[config.mk]
export PLATFORM = sky130hd
export DESIGN_NAME = filled_circle_span_generator_core
export DESIGN_NICKNAME = d
export VERILOG_FILES = /design/src/sv/fcsg_pkg.sv /design/src/sv/filled_circle_span_generator_core.sv
export SDC_FILE = /design/constraint.sdc
export NUM_CORES = 1
export LEC_CHECK = 0
export ABC_CLOCK_PERIOD_IN_PS = 6400
export CAP_MARGIN = 10
export CELL_PAD_IN_SITES_DETAIL_PLACEMENT = 0
export CELL_PAD_IN_SITES_GLOBAL_PLACEMENT = 1
export CORE_MARGIN = 2
export CORE_UTILIZATION = 47
export CTS_BUF_LIST = sky130_fd_sc_hd__clkbuf_4 sky130_fd_sc_hd__clkbuf_8
export CTS_CLUSTER_DIAMETER = 150
export DETAILED_ROUTE_END_ITERATION = 8
export DONT_BUFFER_PORTS = 1
export PLACE_DENSITY_LB_ADDON = 0.1
export SETUP_SLACK_MARGIN = 0.02
export SLEW_MARGIN = 20
export SYNTH_ARGS = -nofsm -noshare
export SYNTH_HDL_FRONTEND = slang
export SYNTH_SLANG_ARGS = --single-unit
[constraint.sdc]
create_clock -name clk -period 6.4 [get_ports clk]
set_clock_uncertainty 0.2 [all_clocks]
set_input_delay 1.28 -clock clk [delete_from_list [all_inputs] [get_ports clk]]
set_output_delay 1.28 -clock clk [all_outputs]
set_load 0.01 [all_outputs]
[src/sv/fcsg_pkg.sv]
`timescale 1ns / 1ps
`default_nettype none

package fcsg_pkg;

	localparam int RADIUS_W = 5;
	localparam int COLOR_W  = 16;
	localparam int CFG_W    = 11;
	localparam int LEN_W    = RADIUS_W + 1;

	localparam logic [CFG_W-1:0] DISPLAY_WIDTH_RST  = 11'd640;
	localparam logic [CFG_W-1:0] DISPLAY_HEIGHT_RST = 11'd480;

	// register indexes on the configuration port
	localparam logic REG_DISPLAY_WIDTH  = 1'b0;
	localparam logic REG_DISPLAY_HEIGHT = 1'b1;

	typedef enum logic [3:0] {
		ST_IDLE,
		ST_SETUP,
		ST_CENTER,
		ST_TEST_A,
		ST_TEST_B,
		ST_OUT_P,
		ST_OUT_M,
		ST_IN_P,
		ST_IN_M,
		ST_FLUSH
	} fcsg_state_t;

	// last step index: floor(r * 0.707) + 1
	function automatic logic [RADIUS_W-1:0] step_limit_lut(input logic [RADIUS_W-1:0] r);
		logic [RADIUS_W-1:0] v;
		case (r)
			5'd0:    v = 5'd1;
			5'd1:    v = 5'd1;
			5'd2:    v = 5'd2;
			5'd3:    v = 5'd3;
			5'd4:    v = 5'd3;
			5'd5:    v = 5'd4;
			5'd6:    v = 5'd5;
			5'd7:    v = 5'd5;
			5'd8:    v = 5'd6;
			5'd9:    v = 5'd7;
			5'd10:   v = 5'd8;
			5'd11:   v = 5'd8;
			5'd12:   v = 5'd9;
			5'd13:   v = 5'd10;
			5'd14:   v = 5'd10;
			5'd15:   v = 5'd11;
			5'd16:   v = 5'd12;
			5'd17:   v = 5'd13;
			5'd18:   v = 5'd13;
			5'd19:   v = 5'd14;
			5'd20:   v = 5'd15;
			5'd21:   v = 5'd15;
			5'd22:   v = 5'd16;
			5'd23:   v = 5'd17;
			5'd24:   v = 5'd17;
			5'd25:   v = 5'd18;
			5'd26:   v = 5'd19;
			5'd27:   v = 5'd20;
			5'd28:   v = 5'd20;
			5'd29:   v = 5'd21;
			5'd30:   v = 5'd22;
			default: v = 5'd22;
		endcase
		return v;
	endfunction

endpackage

`default_nettype wire

[src/sv/filled_circle_span_generator_core.sv]
`timescale 1ns / 1ps
`default_nettype none
// The first span word is offered once a later span or the flush pushes the center span on.
// Circles are handled one at a time: the single squarer/compare sequence and the one span
//   slot per cycle (which waits while a full output register is held) serve one circle.
//   s_axis_tready is high only between circles.
// Reset (arst_n low, asynchronous): sequencer idle, no word pending, display 640 x 480.
module filled_circle_span_generator_core #(
	parameter int MAX_RADIUS = 19,
	parameter int COORD_BITS = 10
) (
	input  wire                                   clk,
	input  wire                                   arst_n,
	// center_x, center_y, radius, fill_color (lowest bits first), zero padded
	input  wire [((2*COORD_BITS+21+7)/8)*8-1:0]    s_axis_tdata,
	input  wire                                   s_axis_tvalid,
	output logic                                  s_axis_tready,
	// span_row, span_x_first, span_x_last, span_color (lowest bits first), zero padded
	output logic [((3*COORD_BITS+16+7)/8)*8-1:0]   m_axis_tdata,
	output logic                                  m_axis_tvalid,
	input  wire                                   m_axis_tready,
	// last_span: final span of the circle
	output logic                                  m_axis_tlast,
	input  wire                                   cfg_wr_en,
	input  wire                                   cfg_index,
	input  wire [fcsg_pkg::CFG_W-1:0]              cfg_data
);

	localparam int RW   = fcsg_pkg::RADIUS_W;
	localparam int CW   = fcsg_pkg::COLOR_W;
	localparam int LW   = fcsg_pkg::LEN_W;
	localparam int SW   = COORD_BITS + 2;               // signed coordinate width
	localparam int ZW   = (COORD_BITS + 1 > fcsg_pkg::CFG_W) ? COORD_BITS + 1 : fcsg_pkg::CFG_W;
	localparam int OUTW = 3*COORD_BITS + CW;
	localparam int OTW  = ((OUTW + 7) / 8) * 8;

	// ---------------------------------------------------------------------
	// Configuration registers
	// ---------------------------------------------------------------------
	logic [fcsg_pkg::CFG_W-1:0] disp_w_q, disp_h_q;

	always_ff @(posedge clk or negedge arst_n) begin
		if (!arst_n) begin
			disp_w_q <= fcsg_pkg::DISPLAY_WIDTH_RST;
			disp_h_q <= fcsg_pkg::DISPLAY_HEIGHT_RST;
		end else if (cfg_wr_en) begin
			unique case (cfg_index)
				fcsg_pkg::REG_DISPLAY_WIDTH:  disp_w_q <= cfg_data;
				fcsg_pkg::REG_DISPLAY_HEIGHT: disp_h_q <= cfg_data;
			endcase
		end
	end

	// Largest legal coordinate for a display size: zero acts as one, and a
	// size above the coordinate range saturates to it.
	function automatic logic [COORD_BITS-1:0] size_lim(input logic [fcsg_pkg::CFG_W-1:0] sz);
		logic [ZW-1:0] ext;
		logic [ZW-1:0] top;
		logic [COORD_BITS-1:0] r;
		ext = ZW'(sz);
		top = ZW'(1) << COORD_BITS;
		if (ext == '0)
			r = '0;
		else if (ext > top)
			r = COORD_BITS'(top - ZW'(1));
		else
			r = COORD_BITS'(ext - ZW'(1));
		return r;
	endfunction

	// Clamp a signed coordinate into 0 .. lim.
	function automatic logic [COORD_BITS-1:0] clamp(input logic signed [SW-1:0] v,
	                                                 input logic [COORD_BITS-1:0] lim);
		logic [COORD_BITS-1:0] r;
		if (v < 0)
			r = '0;
		else if (v > $signed({2'b00, lim}))
			r = lim;
		else
			r = v[COORD_BITS-1:0];
		return r;
	endfunction

	logic [COORD_BITS-1:0] wlim, hlim;
	assign wlim = size_lim(disp_w_q);
	assign hlim = size_lim(disp_h_q);

	// ---------------------------------------------------------------------
	// Input word unpacking
	// ---------------------------------------------------------------------
	logic [COORD_BITS-1:0] in_cx, in_cy;
	logic [RW-1:0]         in_r, in_r_sat;
	logic [CW-1:0]         in_color;

	assign in_cx    = s_axis_tdata[COORD_BITS-1:0];
	assign in_cy    = s_axis_tdata[2*COORD_BITS-1:COORD_BITS];
	assign in_r     = s_axis_tdata[2*COORD_BITS+RW-1:2*COORD_BITS];
	assign in_color = s_axis_tdata[2*COORD_BITS+RW+CW-1:2*COORD_BITS+RW];
	assign in_r_sat = (in_r > RW'(MAX_RADIUS)) ? RW'(MAX_RADIUS) : in_r;

	// ---------------------------------------------------------------------
	// Sequencer state and per-circle registers
	// ---------------------------------------------------------------------
	fcsg_pkg::fcsg_state_t state_q, state_d;

	logic [COORD_BITS-1:0] cx_q, cy_q;
	logic [CW-1:0]         color_q;
	logic [RW-1:0]         i_q, x_q, imax_q;
	logic [8:0]            bound_q;
	logic [2*RW-1:0]       acc_q;

	// Pending span: held back one slot so the final one can be marked.
	logic                  pend_vld_q;
	logic [COORD_BITS-1:0] pend_row_q, pend_xf_q, pend_xl_q;

	// Output register
	logic                  out_vld_q, out_last_q;
	logic [COORD_BITS-1:0] out_row_q, out_xf_q, out_xl_q;
	logic [CW-1:0]         out_color_q;

	// ---------------------------------------------------------------------
	// Shared squarer: bound in SETUP, i*i in TEST_A, x*x in TEST_B
	// ---------------------------------------------------------------------
	logic [RW-1:0]   sq_in;
	logic [2*RW-1:0] sq_out;
	logic            hit;

	assign sq_out = sq_in * sq_in;
	assign hit    = ({1'b0, acc_q} + {1'b0, sq_out}) > (2*RW+1)'(bound_q);

	// ---------------------------------------------------------------------
	// Shared span unit: one candidate span per emitting state
	// ---------------------------------------------------------------------
	logic                  emit_st;
	logic [RW-1:0]         cand_xoff;   // subtracted from center column
	logic                  cand_plus1;  // outer spans start one column right
	logic                  cand_down;   // row above (minus) or below (plus) center
	logic [RW-1:0]         cand_yoff;
	logic [LW-1:0]         cand_len;
	logic signed [SW-1:0]  cand_sx, cand_ex, cand_row;
	logic [COORD_BITS-1:0] cand_row_c, cand_xf_c, cand_xl_c;
	logic                  cand_ok, out_free, adv, cand_fire, push;
	logic [RW-1:0]         x_dec;

	assign x_dec = (x_q != '0) ? x_q - RW'(1) : x_q;

	always_comb begin
		emit_st    = 1'b0;
		cand_xoff  = x_q;
		cand_plus1 = 1'b0;
		cand_down  = 1'b0;
		cand_yoff  = '0;
		cand_len   = {x_q, 1'b0};
		sq_in      = i_q;
		unique case (state_q)
			fcsg_pkg::ST_SETUP:  sq_in = x_q;
			fcsg_pkg::ST_TEST_B: sq_in = x_q;
			fcsg_pkg::ST_CENTER: begin
				emit_st = 1'b1;
			end
			fcsg_pkg::ST_OUT_P, fcsg_pkg::ST_OUT_M: begin
				emit_st    = 1'b1;
				cand_xoff  = i_q;
				cand_plus1 = 1'b1;
				cand_yoff  = x_q;
				cand_down  = (state_q == fcsg_pkg::ST_OUT_M);
				cand_len   = {i_q - RW'(1), 1'b0};
			end
			fcsg_pkg::ST_IN_P, fcsg_pkg::ST_IN_M: begin
				emit_st   = 1'b1;
				cand_yoff = i_q;
				cand_down = (state_q == fcsg_pkg::ST_IN_M);
			end
			default: ;
		endcase
	end

	always_comb begin
		cand_sx  = $signed({2'b00, cx_q}) - $signed(SW'(cand_xoff))
		         + $signed(SW'(cand_plus1));
		cand_ex  = cand_sx + $signed(SW'(cand_len)) - $signed(SW'(1));
		cand_row = cand_down ? $signed({2'b00, cy_q}) - $signed(SW'(cand_yoff))
		                     : $signed({2'b00, cy_q}) + $signed(SW'(cand_yoff));
	end

	assign cand_row_c = clamp(cand_row, hlim);
	assign cand_xf_c  = clamp(cand_sx, wlim);
	assign cand_xl_c  = clamp(cand_ex, wlim);

	assign cand_ok   = emit_st && (cand_len != '0);
	assign out_free  = !out_vld_q || m_axis_tready;
	// Stall only when a real span must push the pending one into a full output.
	assign adv       = !cand_ok || !pend_vld_q || out_free;
	assign cand_fire = cand_ok && adv;
	assign push      = (cand_fire && pend_vld_q) ||
	                   ((state_q == fcsg_pkg::ST_FLUSH) && out_free);

	// ---------------------------------------------------------------------
	// Next state
	// ---------------------------------------------------------------------
	always_comb begin
		state_d       = state_q;
		s_axis_tready = 1'b0;
		unique case (state_q)
			fcsg_pkg::ST_IDLE: begin
				s_axis_tready = 1'b1;
				if (s_axis_tvalid && (in_r_sat != '0))
					state_d = fcsg_pkg::ST_SETUP;
			end
			fcsg_pkg::ST_SETUP:  state_d = fcsg_pkg::ST_CENTER;
			fcsg_pkg::ST_CENTER: if (adv) state_d = fcsg_pkg::ST_TEST_A;
			fcsg_pkg::ST_TEST_A: state_d = fcsg_pkg::ST_TEST_B;
			fcsg_pkg::ST_TEST_B: begin
				if (hit && (x_q > imax_q))
					state_d = fcsg_pkg::ST_OUT_P;
				else
					state_d = fcsg_pkg::ST_IN_P;
			end
			fcsg_pkg::ST_OUT_P: if (adv) state_d = fcsg_pkg::ST_OUT_M;
			fcsg_pkg::ST_OUT_M: if (adv) state_d = fcsg_pkg::ST_IN_P;
			fcsg_pkg::ST_IN_P:  if (adv) state_d = fcsg_pkg::ST_IN_M;
			fcsg_pkg::ST_IN_M: begin
				if (adv)
					state_d = (i_q == imax_q) ? fcsg_pkg::ST_FLUSH : fcsg_pkg::ST_TEST_A;
			end
			fcsg_pkg::ST_FLUSH: if (out_free) state_d = fcsg_pkg::ST_IDLE;
			default: state_d = fcsg_pkg::ST_IDLE;
		endcase
	end

	always_ff @(posedge clk or negedge arst_n) begin
		if (!arst_n)
			state_q <= fcsg_pkg::ST_IDLE;
		else
			state_q <= state_d;
	end

	// ---------------------------------------------------------------------
	// Step counters and edge offset
	// ---------------------------------------------------------------------
	always_ff @(posedge clk or negedge arst_n) begin
		if (!arst_n) begin
			i_q        <= '0;
			x_q        <= '0;
			imax_q     <= '0;
			bound_q    <= '0;
			pend_vld_q <= 1'b0;
			out_vld_q  <= 1'b0;
		end else begin
			unique case (state_q)
				fcsg_pkg::ST_IDLE: begin
					if (s_axis_tvalid) begin
						x_q <= in_r_sat;
						i_q <= RW'(1);
					end
				end
				fcsg_pkg::ST_SETUP: begin
					bound_q <= 9'(sq_out + (2*RW)'(x_q >> 1));
					imax_q  <= fcsg_pkg::step_limit_lut(x_q);
				end
				fcsg_pkg::ST_TEST_B: begin
					// drop x now unless the outer rows still need it
					if (hit && !(x_q > imax_q))
						x_q <= x_dec;
				end
				fcsg_pkg::ST_OUT_M: if (adv) x_q <= x_dec;
				fcsg_pkg::ST_IN_M: begin
					if (adv && (i_q != imax_q))
						i_q <= i_q + RW'(1);
				end
				default: ;
			endcase

			if (cand_fire)
				pend_vld_q <= 1'b1;
			else if ((state_q == fcsg_pkg::ST_FLUSH) && out_free)
				pend_vld_q <= 1'b0;

			if (push)
				out_vld_q <= 1'b1;
			else if (m_axis_tready)
				out_vld_q <= 1'b0;
		end
	end

	// ---------------------------------------------------------------------
	// Payload registers
	// ---------------------------------------------------------------------
	always_ff @(posedge clk) begin
		if (s_axis_tready && s_axis_tvalid) begin
			cx_q    <= in_cx;
			cy_q    <= in_cy;
			color_q <= in_color;
		end
		if (state_q == fcsg_pkg::ST_TEST_A)
			acc_q <= sq_out;
		if (cand_fire) begin
			pend_row_q <= cand_row_c;
			pend_xf_q  <= cand_xf_c;
			pend_xl_q  <= cand_xl_c;
		end
		if (push) begin
			out_row_q   <= pend_row_q;
			out_xf_q    <= pend_xf_q;
			out_xl_q    <= pend_xl_q;
			out_color_q <= color_q;
			out_last_q  <= (state_q == fcsg_pkg::ST_FLUSH);
		end
	end

	assign m_axis_tvalid = out_vld_q;
	assign m_axis_tlast  = out_last_q;
	assign m_axis_tdata  = OTW'({out_color_q, out_xl_q, out_xf_q, out_row_q});

endmodule

`default_nettype wire

Word level (Yosys, flattened, before mapping)
Memories as Yosys holds them, arrays and structs flattened. A register that Yosys moved wholly into a read port is not among the register bits.
Cells that the tools add are included.
Storage, ports and cells
  flip-flop bits (word level): 170
  memory bits (read-only): 160
  input bits: 65
  output and inout bits: 51
  logic and storage cells: 144
  memories: 1
Memory list
  (name not given): depth 32, bits a word 5, rd ports 1, clocked after memory_dff 1, write ports 0, RTL line fcsg_pkg.sv:34  | case (r)
Operators by class
  add/subtract/negate cells: 13
  $mul: 1
  $lt $le $gt $ge: 11
  eq/ne operators: 21
  mux-type cells: 39
  bitwise logic cells: 1
  reduce and logical (&&, ||, !) cells: 37
Operators with widths (count)
  10-bit two-way mux: 7
  5-bit two-way mux: 9
  4-bit case mux with 10 select lines: 1
  12-bit by 11-bit > comparator with 1-bit output: 3
  12-bit by 1-bit less-than comparator with 1-bit output (second input constant): 3
  4-bit two-way mux: 8
  11-bit > comparator (second input constant): 2
  11-bit logical NOT: 2
  10-bit by 5-bit subtractor with 11-bit output: 2
  5-bit case mux with 2 select lines: 2
  10-bit by 1-bit subtractor with 10-bit output (second input constant): 2
  2-bit != test (second input constant): 9
  4-bit by 3-bit equality test with 1-bit output (second input constant): 4
  5-bit case mux with 3 select lines: 1
  11-bit by 2-bit adder with 12-bit output: 1
  12-bit by 7-bit adder with 12-bit output: 1
  12-bit two-way mux: 1
  12-bit by 2-bit subtractor with 12-bit output (second input constant): 1
  10-bit by 10-bit adder with 11-bit output: 1
  10-bit by 5-bit adder with 11-bit output: 1
  11-bit by 9-bit > comparator with 1-bit output: 1
  5-bit by 5-bit multiplier with 10-bit output: 1
  5-bit nonzero test: 2
  5-bit by 1-bit subtractor with 5-bit output (second input constant): 2
  other kinds (28): 56

Longest topological paths before layout
Gate-level depths: netlist (run 1).
  word-level depth: 12
  gate-level depth with buffers: 33
  depth with buffers taken out: 29

Least setup slack after synthesis (run 1)
No wires, ideal clock.
  path type: register -> register
  start: register state_q[3]
  end: register x_q[3]
  arrival: 6546 ps
  required time: 6074 ps
  setup slack: -472 ps
  cell stages (with the launch flop): 29
  buffers on the path: 4
  period minus slack after synthesis: 6872 ps
  path through: dfrtp_1 -> clkbuf_1 -> nor2_1 -> nand2_1 -> buf_2 -> mux2i_1 -> or2_2 -> fa_1 -> fa_1 -> inv_1 -> ha_1 -> a21o_1 -> ha_1 -> buf_2 -> o311ai_0 -> o221ai_1 -> ha_1 -> nand3_1 -> o211ai_1 -> a221oi_1 -> xnor2_1 -> ha_1 -> a211oi_1 -> o21ai_0 -> o21ai_0 -> o311a_1 -> a211o_1 -> buf_2 -> o32a_1
On the way
  elaborated cells on any way between the ends: 29
RTL lines
  from (decl): RTL line filled_circle_span_generator_core.sv:104  | fcsg_pkg::fcsg_state_t state_q, state_d;
  from (signal assigned): RTL line filled_circle_span_generator_core.sv:233  | state_q <= fcsg_pkg::ST_IDLE;
  from (signal assigned): RTL line filled_circle_span_generator_core.sv:235  | state_q <= state_d;
  4-bit by 3-bit equality test with 1-bit output / 4-bit by 1-bit equality test with 1-bit output (equally long branches): RTL line filled_circle_span_generator_core.sv:155  | unique case (state_q)
  2-bit OR reduction (no source line) (*)
  5-bit two-way mux (*): RTL line filled_circle_span_generator_core.sv:155
  5-bit by 5-bit multiplier with 10-bit output (*): RTL line filled_circle_span_generator_core.sv:128  | assign sq_out = sq_in * sq_in;
  named net sq_out[5]: RTL line filled_circle_span_generator_core.sv:125  | logic [2*RW-1:0] sq_out;
  10-bit by 10-bit adder with 11-bit output (*): RTL line filled_circle_span_generator_core.sv:129  | assign hit = ({1'b0, acc_q} + {1'b0, sq_out}) > (2*RW+1)'(bound_q);
  11-bit by 9-bit > comparator with 1-bit output (*): RTL line filled_circle_span_generator_core.sv:129
  1-bit logical AND (*): RTL line filled_circle_span_generator_core.sv:263  | if (hit && !(x_q > imax_q))
  2-bit != test (no source line) (*)
  4-bit AND reduction (no source line) (*)
  to (signal assigned): RTL line filled_circle_span_generator_core.sv:253  | x_q <= in_r_sat;
  to (decl): RTL line filled_circle_span_generator_core.sv:108  | logic [RW-1:0] i_q, x_q, imax_q;
Mark *: on every way through the listed nets, which the timed path passes. The rest lies on a longest branch.
A chain may end at the register's enable or synchronous reset.

Worst setup path after layout (run 1)
  start: register state_q[2]
  end: register x_q[3]
Same word-level chain as after synthesis.

==> flow_metrics.env, run 1 <==
export IMPL_place_congestion=0.858
export IMPL_routedWlPerCell_um=17.9
export IMPL_cp_max_fo=6
export IMPL_clkLatencyLatePin_ns=0.46
export IMPL_seq_area_frac_synth=0.425
export IMPL_synth_edf_count=122
export IMPL_cts_htree_levels=4
export IMPL_fin_nets=1378
export IMPL_worstSetupEndpointType="flip-flop"
export IMPL_pwr_share_seq=0.558
export IMPL_synth_cells=1156
export IMPL_design_area_um2=13000
export IMPL_grt_max_degree=53
export IMPL_worst_path_max_delay_cell="fa_1"
export IMPL_worst_setup_path_type="reg -> reg"
export IMPL_worst_hold_slack_ns=0.218
export IMPL_track_usage=0.211
export IMPL_relSlewSlack=0.300
export IMPL_power_density_nw_per_um2=173
export IMPL_yosysUniqueCellTypes=79
export IMPL_p_leak_nw=5.34
export IMPL_io_pins=116
export IMPL_drc_errors=0
export IMPL_ir_worst_vdd_uv=109
export IMPL_firstDrtPassIters=5
export IMPL_setup_viol_count_final=0
export IMPL_drive_above_1_share=0.151
export IMPL_n_fill_cell=2168
export IMPL_pre_cts_slack_ns=-0.343
export IMPL_finalCritPeriodShare=0.996
export IMPL_place_inst=1493
export IMPL_cts_buffer_depth=2
export IMPL_final_cell_mix="edfxtp_1, ha_1, nor2_1, inv_1, nand2_1"
export IMPL_placedInstanceArea_um2=12400
export IMPL_vias_per_cell=5.57
export IMPL_cts_sinks=174
export IMPL_area_growth_synth_to_final_pct=11.5
export IMPL_antenna_left=0
export IMPL_rows=57
export IMPL_die_area_um2=26200
export IMPL_die_y_um=162
export IMPL_worst_pin_slew_ns=1.05
export IMPL_yosys_register_bits=174
export IMPL_final_cells=1531
export IMPL_syn_area_per_cell_um2=10.1
export IMPL_routed_wl_mm=27.4
export IMPL_root_buffer="clkbuf_8"
export IMPL_status="completed"
export IMPL_globalRoute_totalOverflow=0
export IMPL_hold_violations=0
export IMPL_top_layer="met4"
export IMPL_synth_flop_cell="edfxtp_1"
export IMPL_vias=8526
export IMPL_wl_met1_mm=13.6
export IMPL_wl_met3_mm=1.23
export IMPL_yosys_warnings=0
export IMPL_max_stage_delay_ns=0.49
export IMPL_io_buffers=0
export IMPL_crit_required_ns=6.55
export IMPL_diodes=0
export IMPL_dp_hpwl_mm=20.5
export IMPL_grt_pass1_wl_mm=43.5
export IMPL_first_global_vias=8172
export IMPL_crit_path_frequent_cell="ha_1"
export IMPL_p_comb_frac=0.109
export IMPL_drtIter0Drc=559
export IMPL_antenna_found_initial=0
export IMPL_cts_tree="yes"
export IMPL_die_x_um=162
export IMPL_numCtsBuffers=17
export IMPL_p_clk_frac=0.333
export IMPL_p_sw_w=0.000625
export IMPL_fmax_ghz=0.157
export IMPL_rsz0062_at_grt="true"
export IMPL_cell_internal_pwr_w=0.00163
export IMPL_final_max_slew_viol_count=0
export IMPL_async_flop_share=0.299
export IMPL_fin_crit_ns=6.38
export IMPL_start_util=0.479
export IMPL_worstPathArrival_ns=6.53
export IMPL_min_path_type="reg -> reg"
export IMPL_synthesis_area_um2=11700
export IMPL_setup_ws_ns=0.0236
export IMPL_startpoint_type="flip-flop"
export IMPL_final_common_cell="edfxtp_1"
export IMPL_dr_wl_met2_mm=12.3
export IMPL_core_area_um2=24400
export IMPL_clkTransAtPathRegs_ns=0.10
export IMPL_swShare=0.278
export IMPL_drv_cap=0
cells in the mapped netlist, types with 10 or more instances:
cell type | number | area (um^2)
nand2_1 | 74 | 278
a21oi_1 | 59 | 295
inv_1 | 89 | 334
mux2_2 | 25 | 282
nor2b_1 | 21 | 131
o21ai_0 | 61 | 305
nor3_1 | 31 | 155
mux2i_1 | 19 | 190
ha_1 | 113 | 1410
xnor2_1 | 42 | 368
o21a_1 | 10 | 75.1
nand3_1 | 24 | 120
xor2_1 | 32 | 280
nand2b_1 | 15 | 93.8
clkbuf_1 | 30 | 113
a211oi_1 | 28 | 210
edfxtp_1 | 122 | 3660
nand4_1 | 10 | 62.6
nor2_1 | 105 | 394
dfrtp_1 | 46 | 1150
or3_1 | 10 | 62.6
a21o_1 | 18 | 135
cell families (layout without fill, tap and decap cells):
family | after synthesis | in the layout | synth area share
and+or+nand+nor | 344 | 344 | 0.145
adders and majority gates | 119 | 119 | 0.131
other | 1 | 2 | 0.000321
AOI/OAI and AO/OA | 260 | 261 | 0.149
buffers and inverters | 136 | 185 | 0.0469
DFF | 174 | 174 | 0.425
xor gates and xnor gates | 75 | 75 | 0.0568
muxes | 47 | 47 | 0.0455
what timing repair did:
item / CTS / global route
setup buffers: 0 / 5
resized for setup: 8 / 28
hold buffers: 0 / 0
endpoints found under the hold margin: 0 / 0
pin swaps: 11 / 17
endpoints found under the setup margin: 6 / 16
gates cloned: 1 / 0
worst max-delay path, delay by kind of cell, from the launching register on:
family / cells / cell delay (ns)
compound gates: 12 / 2.28
fa+ha+maj: 6 / 2.25
simple gates: 3 / 0.48
flops: 1 / 0.42
xor+xnor: 2 / 0.38
mux: 1 / 0.22
buf+inv: 1 / 0.04
layer usage:
metal	up-vias	track usage
li1	4272	-
met1	4045	0.305
met2	183	0.329
met3	26	0.0401
met4	0	0.0511
met5	-	0
worst paths after layout:
check	slack, ns	cells after the start	start	end
min in group asynchronous	0.29	0	arst_n	imax_q[2]$_DFFE_PN0P_
setup reg to reg	0.02	25	state_q[2]$_DFFE_PN0P_	x_q[3]$_DFFE_PN0P_
setup / recovery	0.02	25	state_q[2]$_DFFE_PN0P_	x_q[3]$_DFFE_PN0P_
hold / removal	0.22	0	color_q[6]$_DFFE_PP_	out_color_q[6]$_DFFE_PP_
hold reg to reg	0.22	0	color_q[6]$_DFFE_PP_	out_color_q[6]$_DFFE_PP_
max in group asynchronous	5.48	0	arst_n	disp_h_q[8]$_DFFE_PN1P_
flip-flops by register name, summed over array words and instances, names as in the netlist:
signal and cells:
color_q 16, out_color_q 16, disp_h_q 11, disp_w_q 11, cx_q 10, cy_q 10
out_row_q 10, out_xf_q 10, out_xl_q 10, pend_row_q 10, pend_xf_q 10, pend_xl_q 10
acc_q 9, bound_q 9, i_q 5, imax_q 5, x_q 5, state_q 4
m_axis_tlast 1, m_axis_tvalid 1, pend_vld_q 1
power by group through the flow:
stage / Clock, W / Sequential, W / Combinational [W]
2_1_floorplan: 0 / 0.00127 / 0.000198
3_3_place_gp: 0 / 0.00128 / 0.000243
3_5_place_dp: 0 / 0.00128 / 0.000244
4_1_cts: 0.000775 / 0.00126 / 0.000246
5_1_grt: 0.000815 / 0.00126 / 0.000282
6_report: 0.000749 / 0.00126 / 0.000246
metrics by stage:
| step | power (W) | utilization | setup TNS [ns] |
|---|---|---|---|
| 6_report | 0.00225 | 0.535 | 0 |
| 5_1_grt | 0.00236 | 0.535 | -3.04 |
| 4_1_cts | 0.00228 | 0.527 | 0 |
| 3_5_place_dp | 0.00152 | 0.509 | -1.28 |
| 3_3_place_gp | 0.00152 | 0.509 | -0.935 |
| 2_1_floorplan | 0.00147 | - | -0.195 |
layout make-up:
class / count / area [um^2] / share of cell area
multi-input cells: 848 / 6460 / 0.496
flip-flops and latches: 174 / 4970 / 0.381
repair buffers: 64 / 495 / 0.0380
well taps: 324 / 405 / 0.0311
inverters: 89 / 334 / 0.0256
clock buffers: 18 / 241 / 0.0185
clock inverters: 14 / 128 / 0.00979
No activity file was read; power rests on OpenSTA's default activity.
==> run 2, diff against run 1 <==
--- a/config.mk
+++ b/config.mk
@@ -9,6 +9,7 @@
 export CAP_MARGIN = 10
 export CELL_PAD_IN_SITES_DETAIL_PLACEMENT = 0
 export CELL_PAD_IN_SITES_GLOBAL_PLACEMENT = 1
+export CORE_ASPECT_RATIO = 1.25
 export CORE_MARGIN = 2
 export CORE_UTILIZATION = 47
 export CTS_BUF_LIST = sky130_fd_sc_hd__clkbuf_4 sky130_fd_sc_hd__clkbuf_8
@@ -16,7 +17,7 @@
 export DETAILED_ROUTE_END_ITERATION = 8
 export DONT_BUFFER_PORTS = 1
 export PLACE_DENSITY_LB_ADDON = 0.1
-export SETUP_SLACK_MARGIN = 0.02
+export SETUP_SLACK_MARGIN = 0.4
 export SLEW_MARGIN = 20
 export SYNTH_ARGS = -nofsm -noshare
 export SYNTH_HDL_FRONTEND = slang
==> flow_metrics.env, run 2 (synthesis gave the netlist of run 1 again) <==
export IMPL_status="completed"
export IMPL_track_usage=0.226
export IMPL_die_area_um2=26200
export IMPL_die_y_um=180
export IMPL_crit_start="state_q[0]$_DFFE_PN0P_"
export IMPL_place_inst=1504
export IMPL_largestRegisters="color_q x16, out_color_q x16"
export IMPL_routedWlPerCell_um=18.7
export IMPL_vias=8842
export IMPL_cts_sinks=174
export IMPL_worst_r2r_cell_count=26
export IMPL_io_pins=116
export IMPL_drive_above_1_share=0.252
export IMPL_timing_rr_end="x_q[2]$_DFFE_PN0P_"
export IMPL_pre_cts_slack_ns=-0.314
export IMPL_rsz0062_at_grt="true"
export IMPL_hp_start="color_q[1]$_DFFE_PP_"
export IMPL_grt_pass1_wl_mm=46.5
export IMPL_worstPathArrival_ns=6.49
export IMPL_io_buffers=0
export IMPL_max_stage_delay_ns=0.52
export IMPL_drtIter0Drc=350
export IMPL_worst_pin_slew_ns=1.06
export IMPL_crit_required_ns=6.59
export IMPL_grt_max_degree=53
export IMPL_core_area_um2=24500
export IMPL_fmax_ghz=0.159
export IMPL_cts_tree="yes"
export IMPL_final_cells=1578
export IMPL_crit_path_frequent_cell="ha_4"
export IMPL_holdBufCountCts=0
export IMPL_worst_hold_slack_ns=0.229
export IMPL_rows=64
export IMPL_numCtsBuffers=17
export IMPL_drc_errors=0
export IMPL_worst_path_max_delay_cell="fa_1"
export IMPL_clkLatencyLatePin_ns=0.51
export IMPL_final_max_slew_viol_count=0
export IMPL_p_leak_nw=5.69
export IMPL_reg2reg_from="state_q[0]$_DFFE_PN0P_"
export IMPL_routed_wl_mm=29.6
export IMPL_place_congestion=0.869
export IMPL_die_x_um=145
export IMPL_min_path_type="reg -> reg"
export IMPL_vias_per_cell=5.60
export IMPL_fin_crit_ns=6.30
export IMPL_dp_hpwl_mm=21.0
export IMPL_setup_tns_ns=0
export IMPL_n_fill_cell=2183
export IMPL_cp_top_family="adder cells"
export IMPL_fin_nets=1419
export IMPL_antenna_found_initial=0
export IMPL_first_global_vias=8843
export IMPL_antenna_left=0
export IMPL_final_common_cell="edfxtp_1"
export IMPL_rrSetupSlack_ns=0.1
export IMPL_clkTransAtPathRegs_ns=0.11
export IMPL_relSlewSlack=0.292
export IMPL_root_buffer="clkbuf_8"
export IMPL_cts_htree_levels=4
export IMPL_final_cell_mix="edfxtp_1, nor2_1, ha_1, buf_4, inv_1"
export IMPL_drv_cap=0
export IMPL_finalCritPeriodShare=0.985
export IMPL_crit_buf_inv=4
export IMPL_diodes=0
export IMPL_cp_max_fo=6
export IMPL_globalRoute_totalOverflow=0
export IMPL_cts_buffer_depth=2
export IMPL_power_total_w=0.00236
export IMPL_worst_setup_path_type="reg -> reg"
export IMPL_holdPathEnd="out_color_q[1]$_DFFE_PP_"
export IMPL_worstSetupEndpointType="flip-flop"
export IMPL_startpoint_type="flip-flop"
export IMPL_ir_worst_vdd_uv=126
export IMPL_start_util=0.477
export IMPL_firstDrtPassIters=5
export IMPL_hold_violations=0
export IMPL_power_density_nw_per_um2=167
export IMPL_area_growth_synth_to_final_pct=21.1
export IMPL_setup_ws_ns=0.0973
export IMPL_setup_viol_count_final=0
export IMPL_min_path_cells=0
## run 2: cell count changes in the layout (fill, tap and decap cells not counted), sizes merged
cell / before / now
clkinv: 3 / 8
inv: 97 / 96
clkinvlp: 3 / 0
o221ai: 4 / 6
buf: 64 / 102
## run 2: repair_timing
action,4_1_cts,5_1_grt
gates resized for setup,65,93
pin swaps,37,54
cloned,3,1
endpoints found under the hold margin,0,0
buffers inserted,11,26
setup endpoints to repair,16,22
## run 2: power breakdown
group | leakage (nW) | total [W] | switching [W] | internal [W]
logic | 3.73 | 0.000287 | 0.000161 | 0.000126
registers | 1.74 | 0.00126 | 0.0000276 | 0.00123
clock network | 0.217 | 0.000820 | 0.000511 | 0.000309
total | 5.69 | 0.00236 | 0.000700 | 0.00166
## run 2: metrics by stage
| stage | cell area (um^2) | utilization |
|---|---|---|
| final | 14200 | 0.578 |
| after global placement | 12500 | 0.510 |
| after CTS | 13400 | 0.547 |
| after detailed placement | 12500 | 0.510 |
| after floorplan | 11800 | - |
| after global routing | 14200 | 0.578 |
## run 2: layout make-up
| type | count | area [um^2] | area share |
|---|---|---|---|
| flip-flops and latches | 174 | 4970 | 0.351 |
| clock buffers | 17 | 234 | 0.0165 |
| multi-input cells | 850 | 7130 | 0.503 |
| clock inverters | 15 | 204 | 0.0144 |
| inverters | 89 | 334 | 0.0236 |
| well taps | 330 | 413 | 0.0292 |
| repair buffers | 103 | 878 | 0.0620 |
## run 2: worst register-to-register path, cell delays in order (launching register included)
cell and delay (ns):
dfrtp_1 0.42, xor2_2 0.25, nand2_4 0.13, mux2i_4 0.21, or2_4 0.26, fa_1 0.47, fa_1 0.52, inv_2 0.05
ha_4 0.20, a21o_1 0.18, ha_4 0.34, buf_6 0.13, a21oi_2 0.04, mux2i_1 0.15, nand2_1 0.08, nor3_2 0.15
buf_4 0.17, ha_4 0.21, a221oi_2 0.27, xnor2_1 0.10, ha_1 0.33, buf_6 0.11, o21a_1 0.12, nor2_2 0.05
o311a_4 0.39, a211o_4 0.36, mux2_4 0.31
## run 2: how the worst max path moves through the flow
| stage | end | slack, ns | cells past startpoint |
|---|---|---|---|
| 6_report | x_q[2]$_DFFE_PN0P_ | 0.1 | 26 |
| 5_1_grt | x_q[3]$_DFFE_PN0P_ | -0.22 | 26 |
| 4_1_cts | x_q[3]$_DFFE_PN0P_ | 0.03 | 26 |
| 3_5_place_dp | x_q[2]$_DFFE_PN0P_ | -0.31 | 25 |
| 3_3_place_gp | x_q[2]$_DFFE_PN0P_ | -0.21 | 25 |
| 2_1_floorplan | x_q[3]$_DFFE_PN0P_ | -0.06 | 30 |
## run 2: layer usage
metal / routed length (um) / part of all wire / GRT usage
met5: 0 / 0 / 0
met4: 855 / 0.029 / 0.0769
met3: 1030 / 0.035 / 0.0375
met2: 15800 / 0.53 / 0.421
met1: 11900 / 0.40 / 0.262
